===== src/rtl/kdar_pkg.sv =====
// ----------------------------------------------------------------------------
// kdar_pkg: shared definitions for the key debounce and auto-repeat block
// Holds the key count, the register indexes and the types that pass between
// the configuration registers, the input stage and the scan engine.
// ----------------------------------------------------------------------------
package kdar_pkg;

    localparam int KEY_COUNT = 4;
    localparam int KEY_W     = 4;
    localparam int COUNT_W   = 16;
    localparam int CFG_IDX_W = 3;
    localparam int CFG_W     = 16;

    localparam logic [KEY_W-1:0]   KEY_MASK  = KEY_W'((1 << KEY_COUNT) - 1);
    localparam logic [COUNT_W-1:0] COUNT_TOP = '1;

    localparam logic [CFG_IDX_W-1:0] REG_FIRST_DELAY  = CFG_IDX_W'(0);
    localparam logic [CFG_IDX_W-1:0] REG_REPEAT_DELAY = CFG_IDX_W'(1);
    localparam logic [CFG_IDX_W-1:0] REG_ALLOW_MULTI  = CFG_IDX_W'(2);
    localparam logic [CFG_IDX_W-1:0] REG_REPEAT_EN    = CFG_IDX_W'(3);
    localparam logic [CFG_IDX_W-1:0] REG_FAST_MODE    = CFG_IDX_W'(4);

    typedef struct packed {
        logic [COUNT_W-1:0] first_delay;
        logic [COUNT_W-1:0] repeat_delay;
        logic               allow_multi;
        logic               repeat_enable;
        logic               repeat_fast_mode;
    } cfg_t;

    typedef struct packed {
        logic             valid;
        logic [KEY_W-1:0] first_sample;
        logic [KEY_W-1:0] second_sample;
    } scan_t;

endpackage


===== src/rtl/kdar_cfg.sv =====
// ----------------------------------------------------------------------------
// kdar_cfg: configuration registers
// Five write-only registers loaded from a plain write port; writes to an
// unused index are dropped.
// ----------------------------------------------------------------------------
module kdar_cfg (
    input  logic                             aclk,
    input  logic                             aresetn,
    input  logic                             cfg_we,
    input  logic [kdar_pkg::CFG_IDX_W-1:0]   cfg_index,
    input  logic [kdar_pkg::CFG_W-1:0]       cfg_data,
    output kdar_pkg::cfg_t                   cfg
);
    import kdar_pkg::*;

    cfg_t cfg_reg;

    always_ff @(posedge aclk) begin
        if (!aresetn) begin
            cfg_reg.first_delay      <= COUNT_W'(50);
            cfg_reg.repeat_delay     <= COUNT_W'(10);
            cfg_reg.allow_multi      <= 1'b0;
            cfg_reg.repeat_enable    <= 1'b1;
            cfg_reg.repeat_fast_mode <= 1'b1;
        end else if (cfg_we) begin
            case (cfg_index)
                REG_FIRST_DELAY:  cfg_reg.first_delay      <= cfg_data[COUNT_W-1:0];
                REG_REPEAT_DELAY: cfg_reg.repeat_delay     <= cfg_data[COUNT_W-1:0];
                REG_ALLOW_MULTI:  cfg_reg.allow_multi      <= cfg_data[0];
                REG_REPEAT_EN:    cfg_reg.repeat_enable    <= cfg_data[0];
                REG_FAST_MODE:    cfg_reg.repeat_fast_mode <= cfg_data[0];
                default: ;
            endcase
        end
    end

    assign cfg = cfg_reg;

endmodule


===== src/rtl/kdar_scan_in.sv =====
// ----------------------------------------------------------------------------
// kdar_scan_in: input register
// Captures one scan word per accepted handshake and holds it while the
// pipeline is stalled.
// ----------------------------------------------------------------------------
module kdar_scan_in (
    input  logic                     aclk,
    input  logic                     aresetn,
    input  logic                     advance,
    input  logic                     s_tvalid,
    input  logic [7:0]               s_tdata,
    output kdar_pkg::scan_t          scan
);
    import kdar_pkg::*;

    logic             valid_reg;
    logic [KEY_W-1:0] first_reg;
    logic [KEY_W-1:0] second_reg;

    always_ff @(posedge aclk) begin
        if (!aresetn) begin
            valid_reg <= 1'b0;
        end else if (advance) begin
            valid_reg <= s_tvalid;
        end
    end

    always_ff @(posedge aclk) begin
        if (advance && s_tvalid) begin
            first_reg  <= s_tdata[KEY_W-1:0] & KEY_MASK;
            second_reg <= s_tdata[2*KEY_W-1:KEY_W] & KEY_MASK;
        end
    end

    assign scan.valid         = valid_reg;
    assign scan.first_sample  = first_reg;
    assign scan.second_sample = second_reg;

endmodule


===== src/rtl/kdar_engine.sv =====
// ----------------------------------------------------------------------------
// kdar_engine: debounce and auto-repeat decision
// Compares the two samples against the remembered code, updates the hold
// counter and repeat phase, and loads the result register.
// ----------------------------------------------------------------------------
module kdar_engine (
    input  logic                     aclk,
    input  logic                     aresetn,
    input  kdar_pkg::cfg_t           cfg,
    input  kdar_pkg::scan_t          scan,
    output logic                     advance,
    output logic                     m_tvalid,
    input  logic                     m_tready,
    output logic [kdar_pkg::KEY_W-1:0] key_code
);
    import kdar_pkg::*;

    logic [KEY_W-1:0]   last_code_reg, last_code_next;
    logic [COUNT_W-1:0] hold_count_reg, hold_count_next;
    logic               past_reg, past_next;
    logic               m_valid_reg;
    logic [KEY_W-1:0]   key_reg, key_next;

    logic [KEY_W-1:0]   a;
    logic               single;
    logic               accepted;
    logic [COUNT_W-1:0] count_inc;
    logic [COUNT_W-1:0] limit;

    assign advance  = !m_valid_reg || m_tready;
    assign accepted = advance && scan.valid;
    assign a        = scan.first_sample;
    assign single   = (a != '0) && ((a & (a - KEY_W'(1))) == '0);
    assign count_inc = (hold_count_reg == COUNT_TOP) ? hold_count_reg
                                                     : hold_count_reg + COUNT_W'(1);
    assign limit    = past_reg ? cfg.repeat_delay : cfg.first_delay;

    always_comb begin
        last_code_next  = last_code_reg;
        hold_count_next = hold_count_reg;
        past_next       = past_reg;
        key_next        = '0;
        if (scan.first_sample != scan.second_sample) begin
            hold_count_next = '0;
        end else if (a == '0) begin
            last_code_next  = '0;
            hold_count_next = '0;
            past_next       = 1'b0;
        end else if (a != last_code_reg) begin
            hold_count_next = '0;
            last_code_next  = a;
            if (cfg.allow_multi || single) begin
                key_next = a;
            end
        end else if (!cfg.allow_multi && !single) begin
            hold_count_next = '0;
        end else if (!cfg.repeat_enable) begin
            hold_count_next = '0;
        end else if (count_inc > limit) begin
            hold_count_next = '0;
            key_next        = a;
            if (cfg.repeat_fast_mode) begin
                past_next = 1'b1;
            end
        end else begin
            hold_count_next = count_inc;
        end
    end

    always_ff @(posedge aclk) begin
        if (!aresetn) begin
            last_code_reg  <= '0;
            hold_count_reg <= '0;
            past_reg       <= 1'b0;
            m_valid_reg    <= 1'b0;
        end else if (advance) begin
            m_valid_reg <= scan.valid;
            if (scan.valid) begin
                last_code_reg  <= last_code_next;
                hold_count_reg <= hold_count_next;
                past_reg       <= past_next;
            end
        end
    end

    always_ff @(posedge aclk) begin
        if (accepted) begin
            key_reg <= key_next;
        end
    end

    assign m_tvalid = m_valid_reg;
    assign key_code = key_reg;

    // With no code remembered the counter and repeat phase must both be clear.
    a_idle_clear: assert property (@(posedge aclk) disable iff (!aresetn)
        last_code_reg == '0 |-> hold_count_reg == '0 && !past_reg)
        else $error("hold state set without a remembered code");

    // The repeat phase starts only together with an emitted repeat.
    a_phase_emit: assert property (@(posedge aclk) disable iff (!aresetn)
        $rose(past_reg) |-> m_valid_reg && key_reg != '0)
        else $error("repeat phase entered without a repeat word");

    // Disagreeing samples always clear the hold counter.
    a_bounce_clear: assert property (@(posedge aclk) disable iff (!aresetn)
        accepted && scan.first_sample != scan.second_sample |=> hold_count_reg == '0)
        else $error("hold counter survived a bouncing scan");

    // A stalled result freezes the key state.
    a_stall_hold: assert property (@(posedge aclk) disable iff (!aresetn)
        m_valid_reg && !m_tready |=> $stable(hold_count_reg) && $stable(last_code_reg))
        else $error("key state moved during a stall");

endmodule


===== src/rtl/key_debounce_auto_repeat.sv =====
// ----------------------------------------------------------------------------
// key_debounce_auto_repeat: key debounce with auto repeat
// Top level: configuration registers, input register and decision engine.
// ----------------------------------------------------------------------------
// The block takes one scan word in every clock cycle while the result side is
// not stalled, and returns one key word for each through the input register
// and the result register. A stall on the result side holds both registers,
// so s_tready falls only while a finished word waits and m_tready is low.
// Configuration writes take effect at the next edge and must be made while
// no scan is in flight.
module key_debounce_auto_repeat (
    input  logic                               aclk,
    input  logic                               aresetn,
    input  logic                               s_tvalid,
    output logic                               s_tready,
    input  logic [7:0]                         s_tdata,  // first_sample, second_sample
    output logic                               m_tvalid,
    input  logic                               m_tready,
    output logic [7:0]                         m_tdata,  // key_code, zero fill
    input  logic                               cfg_we,
    input  logic [kdar_pkg::CFG_IDX_W-1:0]     cfg_index,
    input  logic [kdar_pkg::CFG_W-1:0]         cfg_data
);
    import kdar_pkg::*;

    cfg_t             cfg;
    scan_t            scan;
    logic             advance;
    logic [KEY_W-1:0] key_code;

    kdar_cfg u_cfg (
        .aclk      (aclk),
        .aresetn   (aresetn),
        .cfg_we    (cfg_we),
        .cfg_index (cfg_index),
        .cfg_data  (cfg_data),
        .cfg       (cfg)
    );

    kdar_scan_in u_scan_in (
        .aclk     (aclk),
        .aresetn  (aresetn),
        .advance  (advance),
        .s_tvalid (s_tvalid),
        .s_tdata  (s_tdata),
        .scan     (scan)
    );

    kdar_engine u_engine (
        .aclk     (aclk),
        .aresetn  (aresetn),
        .cfg      (cfg),
        .scan     (scan),
        .advance  (advance),
        .m_tvalid (m_tvalid),
        .m_tready (m_tready),
        .key_code (key_code)
    );

    assign s_tready = advance;
    assign m_tdata  = {(8 - KEY_W)'(0), key_code};

endmodule


===== config.mk =====
export PLATFORM = sky130hd
export DESIGN_NAME = key_debounce_auto_repeat
export DESIGN_NICKNAME = d
export VERILOG_FILES = /design/src/rtl/kdar_pkg.sv /design/src/rtl/kdar_cfg.sv /design/src/rtl/kdar_scan_in.sv /design/src/rtl/kdar_engine.sv /design/src/rtl/key_debounce_auto_repeat.sv
export SDC_FILE = /design/constraint.sdc
export NUM_CORES = 1
export LEC_CHECK = 0
export BUFFER_PORTS_ARGS = -buffer_cell sky130_fd_sc_hd__buf_2
export CAP_MARGIN = 20
export CORE_AREA = 2 2 83 85
export CTS_BUF_LIST = sky130_fd_sc_hd__clkbuf_8
export DETAILED_ROUTE_END_ITERATION = 10
export DIE_AREA = 0 0 85 87
export HOLD_SLACK_MARGIN = 0.08
export MAX_ROUTING_LAYER = met4
export PLACE_DENSITY = 0.8
export SLEW_MARGIN = 30
export SYNTH_ARGS = -nofsm -noshare
export SYNTH_HDL_FRONTEND = slang
export SYNTH_SLANG_ARGS = --single-unit
export TNS_END_PERCENT = 50

===== constraint.sdc =====
create_clock -name aclk -period 4.1 [get_ports aclk]
set_input_delay 0.41 -clock aclk [delete_from_list [all_inputs] [get_ports aclk]]
set_output_delay 0.41 -clock aclk [all_outputs]
set_load 0.05 [all_outputs]

# Word-level counts from Yosys, hierarchy flattened
# Index checks and enable logic that the tools add are counted.
dict set report word_totals {
  inputBits 32
  out_inout_bits 10
  reg_bits 70
}
dict set report op_classes {
  order_cmp 1
  mux 21
  addsub 2
  reduce_logical 26
  n_eq_ne 9
  bitwise 2
}
# cell n
set op_table {}
lappend op_table {{16-bit two-way mux} 8}
lappend op_table {{4-bit two-way mux} 7}
lappend op_table {{16-bit by 1-bit adder with 16-bit output (second input constant)} 1}
lappend op_table {{16-bit == test (second input constant)} 1}
lappend op_table {{16-bit > comparator} 1}
lappend op_table {{2-bit AND reduction} 6}
lappend op_table {{4-bit zero test} 2}
lappend op_table {{4-bit != test} 2}
lappend op_table {{8-bit AND reduction} 1}
lappend op_table {{2-bit nonzero test} 4}
lappend op_table {{3-bit by 2-bit == test with 1-bit output (second input constant)} 2}
lappend op_table {{1-bit two-way mux} 6}
lappend op_table {{4-bit AND} 1}
lappend op_table {{1-bit logical AND} 4}
lappend op_table {{2-bit by 1-bit != test with 1-bit output (second input constant)} 2}
lappend op_table {{4-bit AND reduction} 1}
lappend op_table {{4-bit nonzero test} 1}
lappend op_table {{4-bit by 1-bit subtractor with 4-bit output (second input constant)} 1}
lappend op_table {{3-bit by 1-bit == test with 1-bit output (second input constant)} 1}
lappend op_table {{3-bit == test (second input constant)} 1}
lappend op_table {{1-bit zero test} 3}
lappend op_table {{3-bit zero test} 1}
lappend op_table {{1-bit logical OR} 2}
lappend op_table {{2-bit OR reduction} 1}
lappend op_table {{1-bit inverter} 1}

# Longest topological paths before layout
# Gate-level depths: netlist of run 1.
dict set report depth {
  depth_word 10
  depth_mapped 15
  ltp_nobuf 13
}

# Hierarchy
# Synthesis of run 1 repeated with hierarchy kept, for this count alone.
dict set report hier_totals {
  cells_unflattened 426
  area_unflattened_um2 4111.4
}
# module n_inst cells_per_inst area_each_um2
set by_module_without_submodules {}
lappend by_module_without_submodules {kdar_engine 1 267 2359.8}
lappend by_module_without_submodules {kdar_cfg 1 141 1426.4}
lappend by_module_without_submodules {kdar_scan_in 1 13 291.5}
lappend by_module_without_submodules {key_debounce_auto_repeat 1 5 33.8}

# Worst setup path after synthesis of run 1
# No wires, ideal clock.
dict set report synth_path {
  kind {register to register}
  startpoint {reg u_engine.hold_count_reg[0]}
  endpoint {reg u_engine.key_reg[3], in the netlist u_engine.key_code[3] (data pin)}
  period_less_slack_ns 3.490
  t_arrival_ns 3.357
  path_stages_with_launch 14
  path_slack_ns 0.610
  setup_ns 0.132
  n_path_buf 1
  t_required_ns 3.968
  cell_sequence {dfxtp_1 -> ha_1 -> nand3_1 -> or3_4 -> nor3_2 -> mux2_2 -> ha_1 -> nand4_1 -> nor4_1 -> a21bo_2 -> a31o_1 -> buf_6 -> o21a_1 -> and3b_1}
}
dict set report synth_between {
  elab_chain_len 7
  word_cells_on_any_way 8
}
# element line
set synth_rtl {}
lappend synth_rtl {{from (decl)} kdar_engine.sv:19} ;# logic [COUNT_W-1:0] hold_count_reg, hold_count_next;
lappend synth_rtl {{from (signal assigned)} kdar_engine.sv:80} ;# hold_count_reg <= hold_count_next;
lappend synth_rtl {{16-bit by 1-bit adder with 16-bit output / 16-bit == test (equally long branches)} {kdar_engine.sv:35, kdar_engine.sv:34}}
lappend synth_rtl {{16-bit two-way mux (*)} kdar_engine.sv:34} ;# assign count_inc = (hold_count_reg == COUNT_TOP) ? hold_count_reg
lappend synth_rtl {{16-bit > comparator (*)} kdar_engine.sv:59} ;# end else if (count_inc > limit) begin
lappend synth_rtl {{4-bit two-way mux (*)} kdar_engine.sv:59}
lappend synth_rtl {{4-bit two-way mux (*)} kdar_engine.sv:57} ;# end else if (!cfg.repeat_enable) begin
lappend synth_rtl {{4-bit two-way mux (*)} kdar_engine.sv:55} ;# end else if (!cfg.allow_multi && !single) begin
lappend synth_rtl {{4-bit two-way mux (*)} kdar_engine.sv:49} ;# end else if (a != last_code_reg) begin
lappend synth_rtl {{to (signal assigned)} kdar_engine.sv:88} ;# key_reg <= key_next;
lappend synth_rtl {{to (decl)} kdar_engine.sv:22} ;# logic [KEY_W-1:0] key_reg, key_next;
# Mark *: on every way between the ends. The rest lies on a longest branch, timed or not.
# A chain may end at the register's enable or synchronous reset.

# Worst setup path after layout of run 1
dict set report layout_path {
  startpoint {reg u_engine.hold_count_reg[0]}
  endpoint {reg u_engine.hold_count_reg[10]}
}
dict set report layout_between {
  elab_chain_len 9
  word_cells_on_any_way 10
}
# element line
set layout_rtl {}
lappend layout_rtl {{16-bit by 1-bit adder with 16-bit output / 16-bit == test (equally long branches)} {kdar_engine.sv:35, kdar_engine.sv:34}}
lappend layout_rtl {{16-bit two-way mux (*)} kdar_engine.sv:34}
lappend layout_rtl {{16-bit > comparator} kdar_engine.sv:59}
lappend layout_rtl {{16-bit two-way mux (*)} kdar_engine.sv:59}
lappend layout_rtl {{16-bit two-way mux (*)} kdar_engine.sv:57}
lappend layout_rtl {{16-bit two-way mux (*)} kdar_engine.sv:55}
lappend layout_rtl {{16-bit two-way mux (*)} kdar_engine.sv:49}
lappend layout_rtl {{16-bit two-way mux (*)} kdar_engine.sv:45} ;# end else if (a == '0) begin
lappend layout_rtl {{16-bit two-way mux (*)} kdar_engine.sv:43} ;# if (scan.first_sample != scan.second_sample) begin
# Marks and branches as above.

==> results of run 1 <==
## per-layer routing
layer | vias to the layer above | track usage | share of wire | wire [µm]
met3 | 8 | 0.05024 | 0.045 | 349
met1 | 1433 | 0.2834 | 0.45 | 3527
li1 | 1520 | - | - | -
met5 | - | - | 0 | 0
met2 | 61 | 0.3722 | 0.49 | 3833
met4 | 0 | 0.09668 | 0.013 | 102
## synthesized netlist by cell type (2+ instances only)
library cell	instances
mux2i_1	19
o211ai_1	2
and4_1	2
buf_2	3
nand2_1	93
edfxtp_1	12
and3_1	4
a32oi_1	13
ha_1	17
clkbuf_1	16
a21oi_1	13
inv_1	6
nand3_1	15
xor2_1	7
nand4_1	4
nand2b_1	2
xnor2_1	6
buf_6	5
or2_2	2
nor2_1	17
nor4_1	3
and2_1	3
and3b_1	2
a21boi_0	32
nor3_1	2
nor4_4	2
buf_4	5
dfxtp_1	58
mux2_2	5
o21ai_0	12
o21a_1	4
nor2b_1	16
## cell type report
class,count,area [µm²],area share
Clock buffer,9,123.9,0.02966
Multi-Input combinational cell,319,2112,0.5057
Clock inverter,7,88.84,0.02127
Inverter,6,22.52,0.005392
Tap cell,80,100.1,0.02397
Sequential cell,70,1521,0.3643
Timing Repair Buffer,40,207.7,0.04973
## worst max-delay path, delay by kind of cell, from the launching register on
family                     cells  cell delay [ns]
AOI/OAI and AO/OA              3             0.72
adders and majority gates      2             0.58
buffers and inverters          1             0.21
DFF                            1             0.42
muxes                          1             0.38
and+or+nand+nor                6             1.41
## power by group
part           switching (µW)  internal, µW
Combinational            63.4          37.5
Clock                     272           339
Sequential               11.7           714
Total                     348          1090
## cell families (layout without fill, tap and decap cells)
| family | Yosys count | in the layout | synth area share |
|---|---|---|---|
| buf+inv | 35 | 62 | 0.05023 |
| other cells | 1 | 4 | 0.0009840 |
| xor+xnor | 14 | 14 | 0.03414 |
| flops | 70 | 70 | 0.3992 |
| mux | 24 | 24 | 0.06467 |
| fa+ha+maj | 17 | 17 | 0.05581 |
| simple gates | 174 | 174 | 0.2301 |
| compound gates | 86 | 86 | 0.1648 |
## per-stage QoR
stage | cell area (µm²) | std cells
final | 4177 | 531
after global routing | 4177 | 531
after CTS | 4177 | 531
after detailed placement | 3964 | 515
after global placement | 3961 | 515
after floorplan | 3822 | 424
## layout by cell type, fill, tap and decap left out, drive strengths merged, types with 8 or more instances in the layout
cell	count
a21boi	33
a21oi	13
a32oi	13
buf	40
clkbuf	9
dfxtp	58
edfxtp	12
ha	17
inv	8
mux2i	19
nand2	93
nand3	15
nor2	17
nor2b	16
o21ai	12
xor2	8
## how the worst min path moves through the flow
stage	start	end	depth (start not counted)	slack, ns
4_1_cts	s_tdata[7]	u_scan_in.second_reg[3]	1	0.21
6_report	s_tdata[7]	u_scan_in.second_reg[3]	1	0.22
3_3_place_gp	u_cfg.cfg[24]	u_cfg.cfg[24]	2	0.45
3_5_place_dp	u_cfg.cfg[4]	u_cfg.cfg[4]	2	0.45
5_1_grt	s_tdata[7]	u_scan_in.second_reg[3]	1	0.21
2_1_floorplan	u_cfg.cfg[20]	u_cfg.cfg[20]	2	0.44
==> summary.md, run 1 <==
| Metric | Value |
|---|---|
| CTS buffer count | 9 |
| Synthesized cell area | 3811 µm² |
| Fmax | 260.5 MHz |
| DRC violations left | 0 |
| Final hold violation count | 0 |
| Cell Pwr Density | 344.5 nW/µm² |
| Vias | about 3,000 |
| Initial antenna violation count | 0 |
| Area growth, synth to finish | 9.586% |
| Layout cell share with drive strength beyond 1 | 0.1619 |
| Max Fanout on Critical Path | 16 |
| Die height | roughly 87 µm |
| CTS root buffer | clkbuf_8 |
| Vias in the first global route | ~2,900 |
| Wirelength per Cell | 14.71 µm |
| Global-route wire length before repair | 13,080 µm |
| Mean number of vias per cell | between 5 and 6 |
| DR pass1 iterations | 4 |
| GP Congestion | 0.8623 |
| R2R cell count | 13 |
| Tcrit/Tclk final | 0.9364 |
| Final wirelength | 7812 µm |
| Final setup TNS | 0 ns |
| Gr ovfl total | 0 |
| R2r setup slk | 0.26 ns |
| CP dominant cell by count | ha_1 |
| Final HPWL DP | 5409 µm |
| Tot Pwr | 1439 µW |
| CTS tree | yes |
| Outcome | finished clean |
| Sequential area share after synthesis | 0.3992 |
| Crit path kind | reg2reg |
| Post-Syn Area per Cell | ~9.1 µm² |
| #FFs+latches synth | 70 |
| Worst path cell trace | ha_1, nand3_1, or3_4, nor3_2, mux2_2, ha_1, nand4_1, nor4_1, a21bo_2, a31o_1, buf_4, a32oi_1, nor2b_1 |
| Top cells by area, synth | dfxtp_1 30%, edfxtp_1 9.5%, nand2_1 9.2% |
| Syn Inst Count | around 420 |
| Synth Flop Type | dfxtp_1 |
| Worst R2R End | u_engine.hold_count_reg[10] |
| Place WS | 0.3114 ns |
| Static Leakage | ~0.0016 µW |
| Cell variety after synth | 51 |
| Placement row count | 30 |
| Total track usage | 0.2316 |
| Fin util | 0.6358 |
| CTS resizes | 0 |
| Reg2reg start | u_engine.hold_count_reg[0] |
| CTS Hold Bufs | 0 |
| Area leader, netlist | dfxtp_1 |
| WHS | 0.2248 ns |
| Clock sink total | 70 |
| Unrepaired setup endpoints after global routing | no |
| Number of diodes | 0 |
| Min-Delay Path Class | in2reg |
| Setup violations, final | 0 |
| Layout Skew | between 0.009 and 0.01 ns |
| Max-cap check violation count | 0 |
| Worst-Margin Slew | 0.9141 ns |
| Crit-path slowest cell | or3_4 |
| Pin count of the biggest net entering global routing | 62 |
| Crit path to | u_engine.hold_count_reg[10] |
| Final #Nets | around 500 |
| Core Area | 6569 µm² |
| # IOs | 42 |
| Antenna viol nets, final | 0 |
| Synth Warn # | 0 |
| Critical Path Sink Type | register |
| Final min period | between 3 and 4 ns |
| Worst setup SP type | register |
| Critical path arrival | 4.09 ns |
| CP max stage delay | roughly 0.43 ns |
| Drt initial violations | 147 |
| Slew Viols, Final | 0 |
| Die ar. | ~7400 µm² |
| Critical path required time | 4.35 ns |
| PnR worst setup slack | 0.2608 ns |
| Post-synth ARST share | 0 |
| Crit path from | u_engine.hold_count_reg[0] |
| Worst skew pair latency | 0.36 ns |
| Clock slew at reported path FFs | 0.08 ns |
| Peak VDD IR | 0.0002550 V |
| Quantity of I/O buffers inserted on ports | 37 |
| Relative max-transition margin | 0.3906 |
| Fillers | 561 |
| Setup Buffers After CTS | 0 |
| CTS HTree Levels | 3 |
| Clk buf depth | 2 |
| Yosys top cell area share | 0.3047 |
| Initial Util | 0.5802 |
| Number of flip-flops in the largest register | 35 |
| Die width | 85 µm |
| EDFF count, synth | 12 |
(Power assumes the default switching activity.)
==> run 2, diff against run 1 <==
--- a/config.mk
+++ b/config.mk
@@ -14,6 +14,7 @@
 export HOLD_SLACK_MARGIN = 0.08
 export MAX_ROUTING_LAYER = met4
 export PLACE_DENSITY = 0.8
+export REMOVE_ABC_BUFFERS = 1
 export SLEW_MARGIN = 30
 export SYNTH_ARGS = -nofsm -noshare
 export SYNTH_HDL_FRONTEND = slang
==> run 2 against run 1 <==
- fmax rose by 1.0%
- count of clock-buffer cells in the layout did not move
- critical path depth did not move
- via count rose by 0.89%
- worst setup slack improved by 0.039 ns
- core utilization fell by 0.34 points
- first-iteration DRC count rose by 20%
- non-clock buffer count did not move
- critical path type unchanged
- critical endpoint is now u_engine.hold_count_reg[13]
- largest power group unchanged
- highest routed layer unchanged
==> summary.md, run 2 (synthesis gave the netlist of run 1 again) <==
| Metric | Value |
|---|---|
| Outcome | finished clean |
| CTS root buffer | clkbuf_8 |
| Final HPWL DP | 5346 µm (-1.2%) |
| Initial Util | 0.5802 (unchanged) |
| Setup Buffers After CTS | 0 (unchanged) |
| Worst skew pair latency | 0.37 ns (about the same) |
| # IOs | 42 (unchanged) |
| Gr ovfl total | 0 (unchanged) |
| Fin cells | 531 (unchanged) |
| Die height | 87 µm (unchanged) |
| Quantity of I/O buffers inserted on ports | 37 (unchanged) |
| Vias in the first global route | 2,895 (+1.1%) |
| Slew Viols, Final | 0 (unchanged) |
| Final #Nets | 495 (unchanged) |
| Relative max-transition margin | 0.3796 (-0.01103) |
| Final setup TNS | 0 ns (unchanged) |
| Tcrit/Tclk final | 0.9268 (-0.009547) |
| Clock sink total | 70 (unchanged) |
| Global-route wire length before repair | 13,150 µm (+0.53%) |
| Worst-Margin Slew | 0.9237 ns (+0.009608 ns) |
| Place WS | 0.1954 ns (-0.1160 ns) |
| Mean number of vias per cell | 5.742 (+0.89%) |
| Fin util | 0.6324 (-0.003429) |
| Critical path required time | 4.35 ns (about the same) |
| Met2 usage | 0.3722 (unchanged) |
| WHS Path Cells | 1 (unchanged) |
| Die width | 85 µm (unchanged) |
| Sequential share of power | 0.532 (+0.027) |
| PnR worst setup slack | 0.2999 ns (+0.03914 ns) |
| Vias | 3,049 (+0.89%) |
| Switch share | 0.2481 (+0.006560) |
| Clock slew at reported path FFs | 0.08 ns (about the same) |
| Placement row count | 30 (unchanged) |
| Worst setup SP type | register |
| Wirelength per Cell | 14.61 µm (-0.70%) |
| Core Area | 6569 µm² (unchanged) |
| Static Leakage | 0.001627 µW (-0.41%) |
| DRC violations left | 0 (unchanged) |
| Number of diodes | 0 (unchanged) |
| GR peak layer | met2 |
| NetSw | 338.3 µW (-2.6%) |
| Max-cap check violation count | 0 (unchanged) |
| CTS HTree Levels | 3 (unchanged) |
| Clk buf depth | 2 (unchanged) |
| Final min period | 3.800 ns (-0.03914 ns) |
| Initial antenna violation count | 0 (unchanged) |
| Clock network power share | 0.394 (-0.031) |
| DR pass1 iterations | 5 (+1) |
| Number of flip-flops in the largest register | 35 (unchanged) |
| M1 GR Usage | 0.2826 (-0.0007782) |
| GP Congestion | 0.8270 (-4.1%) |
| Layout cell share with drive strength beyond 1 | 0.1619 (unchanged) |
| Min-Delay Path Class | in2reg |
| CTS buffer count | 9 (unchanged) |
| Max Fanout on Critical Path | 12 (-4) |
| Cell Pwr Density | 328.2 nW/µm² (-4.7%) |
| Drt initial violations | 176 (+20%) |
| Total track usage | 0.2306 (-0.0009553) |
| Unrepaired setup endpoints after global routing | no |
| Pin count of the biggest net entering global routing | 62 (unchanged) |
| Final wirelength | 7757 µm (-0.70%) |
| Area growth, synth to finish | 8.995% |
| Crit path kind | reg2reg |
| Critical path arrival | 4.05 ns (-0.04 ns) |
| Int Pwr | 1025 µW (-6.0%) |
| Placed cells | 515 (unchanged) |
| R2R cell count | 13 (unchanged) |
| Global-route met3 utilization | 0.03981 (-0.01043) |
| Antenna viol nets, final | 0 (unchanged) |
| Critical Path Sink Type | register |
| Most frequent cells in the layout | 93 x nand2_1, 58 x dfxtp_1, 37 x buf_2 |
| CTS tree | yes |
| Peak VDD IR | 0.0002581 V (+1.2%) |
| Tot Pwr | 1364 µW (-5.2%) |
| Comb power frac | 0.074 (+0.004) |
| Fmax | 263.2 MHz (+1.0%) |
| Setup violations, final | 0 (unchanged) |
| Die ar. | 7395 µm² (unchanged) |
| Commonest non-fill, non-tap cell in the layout | nand2_1 |
| Layout Skew | 0.01655 ns (+0.007050 ns) |
| Final hold violation count | 0 (unchanged) |
run 2: changes by cell type in the layout (fill, tap and decap cells not counted), sizes merged:
cell    before  now
bufinv       2    1
inv          8    9
run 2: path summary, 6_finish.rpt:
check | start | to | slack [ns]
max | u_engine.hold_count_reg[0] | u_engine.hold_count_reg[13] | 0.30
min | s_tdata[4] | u_scan_in.second_reg[0] | 0.21
max reg2reg | u_engine.hold_count_reg[0] | u_engine.hold_count_reg[13] | 0.30
min reg2reg | u_cfg.cfg[33] | u_cfg.cfg[33] | 0.46
run 2: critical path, cell delays in order, from the launching register on:
cell	delay, ns
dfxtp_1	0.44
ha_1	0.26
nand3_1	0.18
or3_4	0.43
nor3_2	0.16
mux2_2	0.37
ha_1	0.32
nand4_1	0.15
nor4_2	0.30
a21bo_2	0.25
a31o_2	0.33
buf_4	0.20
a32oi_1	0.21
nor2b_1	0.07
run 2: cell type report:
class                   count  area (µm²)
fillers                   564        2415
multi-input cells         319        2118
flip-flops and latches     70        1521
repair buffers             40       207.7
clock buffers               9       123.9
well taps                  80       100.1
clock inverters             7       60.06
inverters                   6       22.52
run 2: per-layer routing:
metal | vias to the layer above | share of wire
met2 | 63 | 0.49
met4 | 0 | 0.018
li1 | 1517 | -
met5 | - | 0
met3 | 12 | 0.045
met1 | 1457 | 0.44
run 2: power groups by stage:
stage | Sequential, µW | Combinational (µW) | Clock (µW)
after CTS | 726 | 101 | 539
after global routing | 728 | 112 | 565
after detailed placement | 742 | 100 | 0
after global placement | 741 | 98.0 | 0
after floorplan | 743 | 58.5 | 0
final | 726 | 100 | 537
run 2: through the flow:
step           hold WS [ns]  cell area (µm²)
3_5_place_dp         0.4576             3964
4_1_cts              0.2049             4148
2_1_floorplan        0.4378             3654
5_1_grt              0.2127             4154
6_report             0.2069             4154
3_3_place_gp         0.4490             3961
run 2: what timing repair did:
item,4_1_cts,5_1_grt
hold buffers,0,0
hold endpoints to repair,0,0
endpoints found under the setup margin,0,10
resized for setup,0,2
==> run 3, diff against run 2 <==
--- a/config.mk
+++ b/config.mk
@@ -8,12 +8,12 @@
 export BUFFER_PORTS_ARGS = -buffer_cell sky130_fd_sc_hd__buf_2
 export CAP_MARGIN = 20
 export CORE_AREA = 2 2 83 85
-export CTS_BUF_LIST = sky130_fd_sc_hd__clkbuf_8
+export CTS_BUF_LIST = sky130_fd_sc_hd__clkbuf_2 sky130_fd_sc_hd__clkbuf_4 sky130_fd_sc_hd__clkbuf_8
 export DETAILED_ROUTE_END_ITERATION = 10
 export DIE_AREA = 0 0 85 87
 export HOLD_SLACK_MARGIN = 0.08
 export MAX_ROUTING_LAYER = met4
-export PLACE_DENSITY = 0.8
+export PLACE_DENSITY = 0.9
 export REMOVE_ABC_BUFFERS = 1
 export SLEW_MARGIN = 30
 export SYNTH_ARGS = -nofsm -noshare
==> run 3 against run 2 <==
- final area shrank 0.48%
- wire length grew 1.8%
- register-to-register slack lost 0.09 ns
- die area is the same
- clock skew shrank 0.0058 ns
- worst setup slack lost 0.086 ns
- core utilization shrank 0.30 points
- count of clock-buffer cells in the layout grew 3
- sequential cell count is the same
- sequential power is essentially flat
- non-clock buffer count shrank 1
- highest routed layer unchanged
==> summary.md, run 3 (synthesis gave the netlist of run 1 again) <==
| Metric | Value |
|---|---|
| DRC violations left | 0 (unchanged) |
| Most frequent cells in the layout | 93 x nand2_1, 58 x dfxtp_1, 37 x buf_2 |
| Vias in the first global route | 2,820 (-2.6%) |
| Die width | 85 µm (unchanged) |
| Fmax | 257.3 MHz (-2.2%) |
| Vias | 3,112 (+2.1%) |
| CTS root buffer | clkbuf_8 |
| Final #Nets | 494 (-0.20%) |
| Worst-Margin Slew | 0.8547 ns (-0.06906 ns) |
| Placement row count | 30 (unchanged) |
| Gr ovfl total | 0 (unchanged) |
| # IOs | 42 (unchanged) |
| Reg2reg start | u_engine.hold_count_reg[1] |
| CTS HTree Levels | 3 (unchanged) |
| Mean number of vias per cell | 5.872 (+2.3%) |
| Fillers | 535 (-5.1%) |
| Final HPWL DP | 5536 µm (+3.6%) |
| Worst R2R End | u_engine.hold_count_reg[8] |
| Unrepaired setup endpoints after global routing | no |
| Pin count of the biggest net entering global routing | 62 (unchanged) |
| Area growth, synth to finish | 8.470% |
| Max Fanout on Critical Path | 16 (+4) |
| DR pass1 iterations | 5 (unchanged) |
| Relative max-transition margin | 0.4259 (+0.04638) |
| Global-route wire length before repair | 12,880 µm (-2.1%) |
| Drt initial violations | 233 (+32%) |
| Static Leakage | 0.001601 µW (-1.6%) |
| Fin cells | 530 (-0.19%) |
| Placed cells | 514 (-0.19%) |
| Worst skew pair latency | 0.36 ns (about the same) |
| Die height | 87 µm (unchanged) |
| Cell Pwr Density | 318.2 nW/µm² (-3.1%) |
| Wirelength per Cell | 14.90 µm (+2.0%) |
| Number of flip-flops in the largest register | 35 (unchanged) |
| Clk buf depth | 2 (unchanged) |
| CTS Hold Bufs | 0 (unchanged) |
| Layout cell share with drive strength beyond 1 | 0.1644 (+0.002582) |
| Final wirelength | 7895 µm (+1.8%) |
| Tcrit/Tclk final | 0.9478 (+0.02097) |
| R2R cell count | 13 (unchanged) |
| Clock slew at reported path FFs | 0.08 ns (about the same) |
| Final min period | 3.886 ns (+0.08597 ns) |
| CP max stage delay | 0.44 ns (about the same) |
| Die ar. | 7395 µm² (unchanged) |
| Crit-path slowest cell | or3_4 |
| Min-Delay Path Class | in2reg |
| Clock sink total | 70 (unchanged) |
| Commonest non-fill, non-tap cell in the layout | nand2_1 |
| Final setup TNS | 0 ns (unchanged) |
| Critical Path Sink Type | register |
| Initial Util | 0.5802 (unchanged) |
| Total track usage | 0.2281 (-0.002570) |
| Initial antenna violation count | 0 (unchanged) |
| Worst setup SP type | register |
| Critical path required time | 4.34 ns (about the same) |
| Final hold violation count | 0 (unchanged) |
| Quantity of I/O buffers inserted on ports | 37 (unchanged) |
| CTS tree | yes |
| Outcome | finished clean |
| Crit path kind | reg2reg |
| Layout Skew | 0.01076 ns (-0.005782 ns) |
| Crit path to | u_engine.hold_count_reg[8] |
| Worst path cell trace | ha_1, nand3_1, or3_4, nor3_2, mux2_2, ha_1, nand4_1, nor4_2, a21bo_2, a31o_1, buf_4, a32oi_1, nor2b_1 |
| Core Area | 6569 µm² (unchanged) |
| Peak VDD IR | 0.0002613 V (+1.2%) |
| Antenna viol nets, final | 0 (unchanged) |
| Max-cap check violation count | 0 (unchanged) |
| Crit path from | u_engine.hold_count_reg[1] |
| CP dominant cell by count | ha_1 |
| Critical path arrival | 4.13 ns (+0.08 ns) |
| CTS buffer count | 9 (unchanged) |
| Setup violations, final | 0 (unchanged) |
| GP Congestion | 0.8804 (+6.5%) |
| Number of diodes | 0 (unchanged) |
| R2r setup slk | 0.21 ns (-0.09 ns) |
| Slew Viols, Final | 0 (unchanged) |
-- run 3: changes by cell type in the layout (fill, tap and decap cells not counted) --
cell | previous run | this run
buf_4 | 3 | 2
bufinv_16 | 1 | 0
clkinv_4 | 1 | 0
a31o_2 | 1 | 0
clkinvlp_4 | 0 | 2
inv_1 | 9 | 6
a31o_1 | 0 | 1
clkbuf_4 | 0 | 3
-- run 3: cell type report --
type | count | area [µm²] | area share
Inverter | 6 | 22.52 | 0.005448
Clock inverter | 4 | 25.02 | 0.006053
Multi-Input combinational cell | 319 | 2118 | 0.5124
Sequential cell | 70 | 1521 | 0.3680
Clock buffer | 12 | 146.4 | 0.03541
Tap cell | 80 | 100.1 | 0.02421
Timing Repair Buffer | 39 | 200.2 | 0.04843
-- run 3: worst min path at each step --
stage	start	to	slack [ns]	depth (start not counted)
2_1_floorplan	u_cfg.cfg[20]	u_cfg.cfg[20]	0.44	2
3_3_place_gp	u_cfg.cfg[23]	u_cfg.cfg[23]	0.45	2
3_5_place_dp	u_cfg.cfg[3]	u_cfg.cfg[3]	0.46	2
4_1_cts	s_tdata[5]	u_scan_in.second_reg[1]	0.21	1
5_1_grt	s_tdata[3]	u_scan_in.first_reg[3]	0.22	1
6_report	s_tdata[1]	u_scan_in.first_reg[1]	0.22	1
-- run 3: critical path, delay by kind of cell, from the launching register on --
| kind | cells | cell delay [ns] |
|---|---|---|
| flip-flops | 1 | 0.43 |
| adder cells (fa/ha/maj) | 2 | 0.60 |
| AND/OR/NAND/NOR | 6 | 1.43 |
| AO/OA/AOI/OAI | 3 | 0.73 |
| multiplexers | 1 | 0.37 |
| buffers and inverters | 1 | 0.21 |
-- run 3: per-layer routing --
layer | global-route usage | wire length [µm] | vias up
met3 | 0.03981 | 352 | 15
met1 | 0.2736 | 3434 | 1490
met4 | 0.1068 | 187 | 0
met5 | - | 0 | -
li1 | - | - | 1522
met2 | 0.3750 | 3920 | 85
-- run 3: through the flow --
step	setup WS [ns]	total power, µW	util	hold slack, ns	instance area (µm²)
detailed placement	0.2629	842.2	0.6023	0.4589	3956
global placement	0.4607	837.6	0.6019	0.4492	3954
floorplan	0.4758	801.7	-	0.4378	3654
finish	0.2140	1316	0.6293	0.2220	4134
global route	0.0005698	1361	0.6293	0.2172	4134
CTS	0.2438	1320	0.6284	0.2137	4128
-- run 3: report_power, final --
group	switching, µW	internal (µW)	total [µW]
registers	11.5	715	726
clock network	251	238	488
logic	63.4	37.6	101
total	326	990	1320
-- run 3: timing repair --
item / CTS / global route
gates resized for setup: 0 / 1
setup buffers: 0 / 0
endpoints found under the setup margin: 0 / 1
